`src/hdl/pvenc_pkg.sv`:
```
package pvenc_pkg;

   localparam int VALUE_W    = 64;
   localparam int FRAME_W    = 72;
   localparam int COUNT_W    = 4;
   localparam int SHORT_BITS = 34;
   localparam int SHORT_W    = SHORT_BITS + 2;

   localparam logic [1:0] OP_META     = 2'd0;
   localparam logic [1:0] OP_UNSIGNED = 2'd1;
   localparam logic [1:0] OP_SIGNED   = 2'd2;

   localparam logic [4:0] HDR_ONES = 5'b11111;

   typedef enum logic [1:0] {
      ST_IDLE,
      ST_SIZE,
      ST_EMIT
   } state_type;

   typedef struct packed {
      logic load;
      logic shift;
   } shift_ctrl_type;

endpackage

```
`src/hdl/pvenc_frame.sv`:
```
module pvenc_frame
   import pvenc_pkg::*;
(
   input  logic [VALUE_W-1:0] value,
   input  logic               meta,
   output logic [FRAME_W-1:0] frame,
   output logic [COUNT_W-1:0] count
);

   logic [7:0]           byte_nz;
   logic                 any_nz;
   logic [2:0]           top_idx;
   logic [7:0]           top_byte;
   logic [3:0]           top_len;
   logic [6:0]           value_len;
   logic [6:0]           word_len;
   logic [2:0]           pad;
   logic                 is_short;
   logic [SHORT_W-1:0]   word0;
   logic [FRAME_W-1:0]   pad_ones;
   logic [7:0]           header;

   always_comb begin
      for (int j = 0; j < 8; j++) begin
         byte_nz[j] = |value[8*j +: 8];
      end
   end

   // Highest nonzero byte, then the bit length inside that byte.
   always_comb begin
      top_idx = 3'd0;
      for (int j = 0; j < 8; j++) begin
         if (byte_nz[j]) begin
            top_idx = 3'(j);
         end
      end
   end

   assign any_nz   = |byte_nz;
   assign top_byte = value[{top_idx, 3'b000} +: 8];

   always_comb begin
      top_len = 4'd0;
      for (int i = 0; i < 8; i++) begin
         if (top_byte[i]) begin
            top_len = 4'(i + 1);
         end
      end
   end

   assign value_len = any_nz ? ({1'b0, top_idx, 3'b000} + {3'b000, top_len}) : 7'd0;

   always_comb begin
      if (any_nz) begin
         word_len = value_len + 7'd2;
      end else if (meta) begin
         word_len = 7'd2;
      end else begin
         word_len = 7'd0;
      end
   end

   // Each added prefix one costs a bit and buys a byte of eight, so the
   // number of ones is the bit excess over one byte, rounded up in sevens.
   always_comb begin
      if (word_len <= 7'd8) begin
         pad = 3'd0;
      end else if (word_len <= 7'd15) begin
         pad = 3'd1;
      end else if (word_len <= 7'd22) begin
         pad = 3'd2;
      end else if (word_len <= 7'd29) begin
         pad = 3'd3;
      end else begin
         pad = 3'd4;
      end
   end

   assign is_short = ~|value[VALUE_W-1:SHORT_BITS];
   assign word0    = {value[SHORT_BITS-1:0], meta, 1'b0};
   assign pad_ones = (FRAME_W'(1) << pad) - FRAME_W'(1);
   assign header   = {meta, top_idx[1:0], HDR_ONES};

   always_comb begin
      if (is_short) begin
         frame = (FRAME_W'(word0) << pad) | pad_ones;
         count = COUNT_W'(pad) + COUNT_W'(1);
      end else begin
         frame = {value, header};
         count = COUNT_W'(top_idx) + COUNT_W'(2);
      end
   end

endmodule

```
`src/hdl/pvenc_shift.sv`:
```
module pvenc_shift
   import pvenc_pkg::*;
(
   input  logic               clock,
   input  logic               reset,
   input  shift_ctrl_type     ctrl,
   input  logic [FRAME_W-1:0] frame,
   input  logic [COUNT_W-1:0] count,
   output logic [7:0]         out_byte,
   output logic               last_byte
);

   logic [FRAME_W-1:0] frame_ff, frame_in;
   logic [COUNT_W-1:0] count_ff, count_in;

   always_comb begin
      frame_in = frame_ff;
      count_in = count_ff;
      if (ctrl.load) begin
         frame_in = frame;
         count_in = count;
      end else if (ctrl.shift) begin
         frame_in = frame_ff >> 8;
         count_in = count_ff - COUNT_W'(1);
      end
   end

   always_ff @(posedge clock) begin
      frame_ff <= frame_in;
      if (reset) begin
         count_ff <= '0;
      end else begin
         count_ff <= count_in;
      end
   end

   assign out_byte  = frame_ff[7:0];
   assign last_byte = (count_ff == COUNT_W'(1));

endmodule

```
`src/hdl/prefix_varint_encoder.sv`:
```
// Prefix varint encoder: one request gives 1 to 9 bytes, one per cycle.
// The request is registered, then the size state loads the output shift
// register, whose shifts set the byte rate in the emit state. Busy is high
// in both states, so no new request is taken before the last byte has gone.
// Synchronous reset clears the controller and the byte counter; no byte
// strobe follows reset until a new request. The receiver cannot stall.
module prefix_varint_encoder
   import pvenc_pkg::*;
(
   input  logic               clock,
   input  logic               reset,
   input  logic               start,
   output logic               busy,
   input  logic [1:0]         req_operation,
   input  logic [VALUE_W-1:0] req_data_value,
   input  logic               req_meta_bit,
   output logic               rsp_valid,
   output logic [7:0]         rsp_out_byte,
   output logic               rsp_last_byte
);

   state_type          state_ff, state_in;
   logic [VALUE_W-1:0] value_ff, value_in;
   logic               meta_ff, meta_in;
   logic               accept;
   logic [FRAME_W-1:0] frame;
   logic [COUNT_W-1:0] count;
   shift_ctrl_type     ctrl;

   assign accept = start && (state_ff == ST_IDLE);

   // Zigzag of a signed value folds to the low 63 bits xored with the sign,
   // and the sign itself becomes the meta bit.
   always_comb begin
      unique case (req_operation)
         OP_UNSIGNED: begin
            value_in = {1'b0, req_data_value[VALUE_W-1:1]};
            meta_in  = req_data_value[0];
         end
         OP_SIGNED: begin
            value_in = {1'b0, req_data_value[VALUE_W-2:0] ^
                        {(VALUE_W-1){req_data_value[VALUE_W-1]}}};
            meta_in  = req_data_value[VALUE_W-1];
         end
         default: begin
            value_in = req_data_value;
            meta_in  = req_meta_bit;
         end
      endcase
   end

   always_ff @(posedge clock) begin
      if (accept) begin
         value_ff <= value_in;
         meta_ff  <= meta_in;
      end
   end

   always_comb begin
      state_in = state_ff;
      unique case (state_ff)
         ST_IDLE: begin
            if (start) begin
               state_in = ST_SIZE;
            end
         end
         ST_SIZE: begin
            state_in = ST_EMIT;
         end
         ST_EMIT: begin
            if (rsp_last_byte) begin
               state_in = ST_IDLE;
            end
         end
         default: begin
            state_in = ST_IDLE;
         end
      endcase
   end

   always_ff @(posedge clock) begin
      if (reset) begin
         state_ff <= ST_IDLE;
      end else begin
         state_ff <= state_in;
      end
   end

   always_comb begin
      busy       = 1'b1;
      rsp_valid  = 1'b0;
      ctrl.load  = 1'b0;
      ctrl.shift = 1'b0;
      unique case (state_ff)
         ST_IDLE: begin
            busy = 1'b0;
         end
         ST_SIZE: begin
            ctrl.load = 1'b1;
         end
         ST_EMIT: begin
            rsp_valid  = 1'b1;
            ctrl.shift = 1'b1;
         end
         default: begin
            busy = 1'b1;
         end
      endcase
   end

   pvenc_frame u_frame (
      .value (value_ff),
      .meta  (meta_ff),
      .frame (frame),
      .count (count)
   );

   pvenc_shift u_shift (
      .clock     (clock),
      .reset     (reset),
      .ctrl      (ctrl),
      .frame     (frame),
      .count     (count),
      .out_byte  (rsp_out_byte),
      .last_byte (rsp_last_byte)
   );

endmodule
```
`config.mk`:
```
export PLATFORM = sky130hd
export DESIGN_NAME = prefix_varint_encoder
export DESIGN_NICKNAME = d
export VERILOG_FILES = /design/src/hdl/pvenc_pkg.sv /design/src/hdl/pvenc_frame.sv /design/src/hdl/pvenc_shift.sv /design/src/hdl/prefix_varint_encoder.sv
export SDC_FILE = /design/constraint.sdc
export NUM_CORES = 1
export LEC_CHECK = 0
export ABC_AREA = 1
export ABC_CLOCK_PERIOD_IN_PS = 8000
export BUFFER_PORTS_ARGS = -buffer_cell sky130_fd_sc_hd__buf_2
export CORE_MARGIN = 3
export CORE_UTILIZATION = 24
export CTS_CLUSTER_DIAMETER = 100
export DETAILED_ROUTE_END_ITERATION = 10
export PLACE_DENSITY_LB_ADDON = 0.1
export SLEW_MARGIN = 20
export SYNTH_ARGS = -nofsm -noshare
export SYNTH_HDL_FRONTEND = slang
export SYNTH_HIERARCHICAL = 1
export SYNTH_SLANG_ARGS = --single-unit
```
`constraint.sdc`:
```
create_clock -name clock -period 8 [get_ports clock]
set_clock_uncertainty 0.05 [all_clocks]
set_input_delay 0.8 -clock clock [delete_from_list [all_inputs] [get_ports clock]]
set_output_delay 0.8 -clock clock [all_outputs]
set_load 0.02 [all_outputs]
```
==> Implementation_results.wiki <==
{| class="wikitable"
! Metric !! Value
|-
| Areal power density over the cells || 198 nW/um^2
|-
| Post-synth top area share || 37.7%
|-
| Htree depth || 4
|-
| Maximum number of pins on one net before global-route repair || 80
|-
| Ratio of cells with drive above 1 in the final layout || 10.2%
|-
| Cell variety after synth || 38
|-
| # diodes || 0
|-
| Run status || finished clean
|-
| Cell type with the highest aggregate area in the netlist || edfxtp_1
|-
| Clock buffer depth || 2
|-
| Sort of element at the end of the critical path || register
|-
| DRC violations left || 0
|-
| Leakage component of the power || 6.00 nW
|-
| Via count of the first global-routing pass || around 9700
|-
| Clk network pwr share || 35.0%
|-
| Final cycle utilization of the critical path || 79.4%
|-
| CTS tree || done
|-
| RSZ-0062 raised after global routing || no
|-
| Layout Cell Area excl Fill || 12200 sq um
|-
| Global-route usage over all layers || 16.0%
|-
| Setup TNS Final || 0 ps
|-
| Final #Nets || 1734
|-
| Number of CTS-inserted buffers || 17
|-
| GR Overflow Total || 0
|-
| Synthesized instance count || between 1500 and 2000
|-
| Top-Level Pins || 81
|-
| First-pass GRT wire length || 59000 um
|-
| Post-DR wirelength/cell || 16.9 um
|-
| Placed Instance Area || 11600 sq um
|-
| Predominant post-synthesis flop cell || edfxtp_1
|-
| Delay contributed by the slowest stage of the critical path || 450 ps
|-
| Floorplan die area || 48000 sq um
|-
| Number of hold buffers added after CTS || 0
|-
| Vias/cell || 4.58
|-
| Combinational fraction of design power || 24.2%
|-
| Fraction of power consumed by sequential logic || 40.8%
|-
| Postcts setup bufs || 0
|-
| Starting utilization of the core area || 24.5%
|-
| Worst setup path class || reg -> reg
|-
| Layout Utilization || 27.3%
|-
| Flop and latch count out of synthesis || 143
|-
| Final HPWL DP || about 27000 um
|-
| Overall routed net length || 38100 um
|-
| Share of total power consumed by net switching || 35.0%
|-
| Worst setup slack after layout || 1650 ps
|-
| Input/output buffers || 80
|-
| Resized cells post-CTS || 0
|-
| Std cell rows || 77
|-
| Clock slew at the register clock pins of the worst setup and hold paths || 70 ps
|-
| Class of the most critical hold timing path || reg -> reg
|-
| Worst-skew pair later-pin latency || 450 ps
|-
| Yosys warns || 6
|-
| Synth-to-Final Area Change || 11.8%
|-
| Time the final worst path needs with I/O delays and setup || around 6400 ps
|-
| Startpoint Class || register
|-
| Per-instance average area after synthesis || 6.66 sq um
|-
| Slowest cell on the critical path || a21oi_4
|-
| Asr flop ratio synth || 0%
|-
| Count of final setup violators || 0
|-
| Largest voltage drop on the vdd net || approximately 0.084 mV
|-
| Tightest slew margin relative to the limit || between 30 and 40%
|-
| Worst-margin pin slew || 996 ps
|-
| Die extent in y || 219 um
|-
| Max FO, Critical Path || 23
|-
| Top cells by area in the synthesized netlist || edfxtp_1 38%, nand2_1 26%, nand3_1 12%, inv_1 6.0%, o211ai_1 2.6%
|-
| Sequential-to-total area share from yosys stat || 38.8%
|-
| Number of antenna violations at the first check in global routing || 0
|-
| Via count || 10318
|-
| Worst slack after detailed placement || 1720 ps
|-
| Number of nets with antenna violations after routing || 0
|-
| DRC marker count from the first detailed-route iteration || 716
|-
| Count of flip-flops with a built-in enable after synthesis || 137
|-
| Cell internal power dissipation || 1.57 mW
|-
| Root Driver || clkbuf_16
|-
| Global placement routability congestion || 0.881
|-
| Layout filler cell count || 4973
|-
| CP Data Required Time || 8150 ps
|-
| Die W || between 200 and 250 um
|-
| Number of sinks driven by the clock tree || roughly 140
|-
| Leading cell type by number of instances after synthesis || nand2_1
|-
| Max Cap Violations || 0
|-
| Max Clock Freq || 0.157 GHz
|-
| Syn Nets || ~1700
|-
| Crit path DAT || about 6500 ps
|-
| Cell types with the highest counts after synthesis || 749 x nand2_1, 263 x nand3_1, 175 x inv_1, 137 x edfxtp_1, 58 x nor2_1
|-
| Mapped Area || 10900 sq um
|-
| Number of detailed-route iterations in the first pass || 5
|-
| Total net switching power || roughly 850 uW
|-
| Final-report hold violation count || 0
|-
| Critical path's most frequent cell || nand2_1
|-
| Slew Viols, Final || 0
|-
| Floorplan core area || ~45000 sq um
|}
## layout by cell type (no fill, tap or decap), types with 2 or more instances in the layout
cell and n:
nor2_8 2, o21ai_0 9, edfxtp_1 137, nor2_2 4, nand3_1 263, nand3_2 2
bufinv_16 2, a21oi_1 15, inv_2 14, nor3_1 5, nand2_2 8, buf_4 20
nand4_1 10, o21bai_1 2, inv_8 5, dfxtp_1 6, ha_1 13, o21ai_1 7
buf_2 80, inv_1 173, clkbuf_16 17, inv_6 7, nand3b_1 2, nor2_1 55
nand2_1 749, o211ai_1 38, ha_2 2
## routing by layer
metal	up-vias	part of all wire, %	wire length [um]	global-route usage (%)
met5	-	0	0	0
met4	0	1.7	646	4.56
met3	32	3.8	1440	2.22
met2	251	43	16500	24.1
met1	4797	51	19400	23.8
li1	5238	-	-	-
## metrics by stage
stage,hold WS (ps),cells,total power [mW]
after detailed placement,422,2222,1.59
after global placement,417,2222,1.60
after global routing,477,2254,2.57
final,433,2254,2.42
after CTS,434,2254,2.46
after floorplan,401,1639,1.41
## cells by family (layout without fill, tap and decap cells)
family                   count (synthesis)  after routing  synth area share, %
AND/OR/NAND/NOR                       1105           1105                 42.3
adder cells (fa/ha/maj)                 15             15                 1.72
XOR/XNOR                                 2              2                0.161
AO/OA/AOI/OAI                           77             77                 4.75
flip-flops                             143            143                 38.8
buffers and inverters                  297            320                 12.3
## worst paths after layout
kind	startpoint	endpoint	slack [ps]	cells after the start
worst max-delay path	value_ff[62]$_DFFE_PP_	u_shift/frame_ff[47]$_DFFE_PP_	1650	41
worst min-delay path	state_ff[1]$_SDFFE_PP0P_	state_ff[1]$_SDFFE_PP0P_	430	2
worst max register to register	value_ff[62]$_DFFE_PP_	u_shift/frame_ff[47]$_DFFE_PP_	1650	41
worst min register to register	state_ff[1]$_SDFFE_PP0P_	state_ff[1]$_SDFFE_PP0P_	430	2
## power by group through the flow
| stage | registers, mW | clock network (mW) | logic, mW |
|---|---|---|---|
| after CTS | 0.985 | 0.882 | 0.590 |
| final | 0.986 | 0.848 | 0.585 |
| after floorplan | 0.969 | 0 | 0.441 |
| after global placement | 1.00 | 0 | 0.594 |
| after global routing | 0.991 | 0.911 | 0.669 |
| after detailed placement | 1.00 | 0 | 0.589 |
## worst max-delay path: cells and delay by family (launching register included)
family                   cells  cell delay (ps)
AO/OA/AOI/OAI                3              710
adder cells (fa/ha/maj)      3              560
flip-flops                   1              420
buffers and inverters        9             1280
AND/OR/NAND/NOR             26             3070
## registers in the layout (all words and copies together), names as in the netlist
signal and count:
meta_ff 1, state_ff 2, u_shift/count_ff 4, u_shift/frame_ff 72, value_ff 64
## final cells by class
type	instances	area, sq um	area share [%]
Multi-Input combinational cell	1199	5350	43.9
Clock inverter	15	186	1.53
Timing Repair Buffer	100	551	4.51
Clock buffer	17	425	3.49
Sequential cell	143	4230	34.7
Tap cell	592	741	6.07
Inverter	188	706	5.79
No activity file was read; power rests on OpenSTA's default activity.
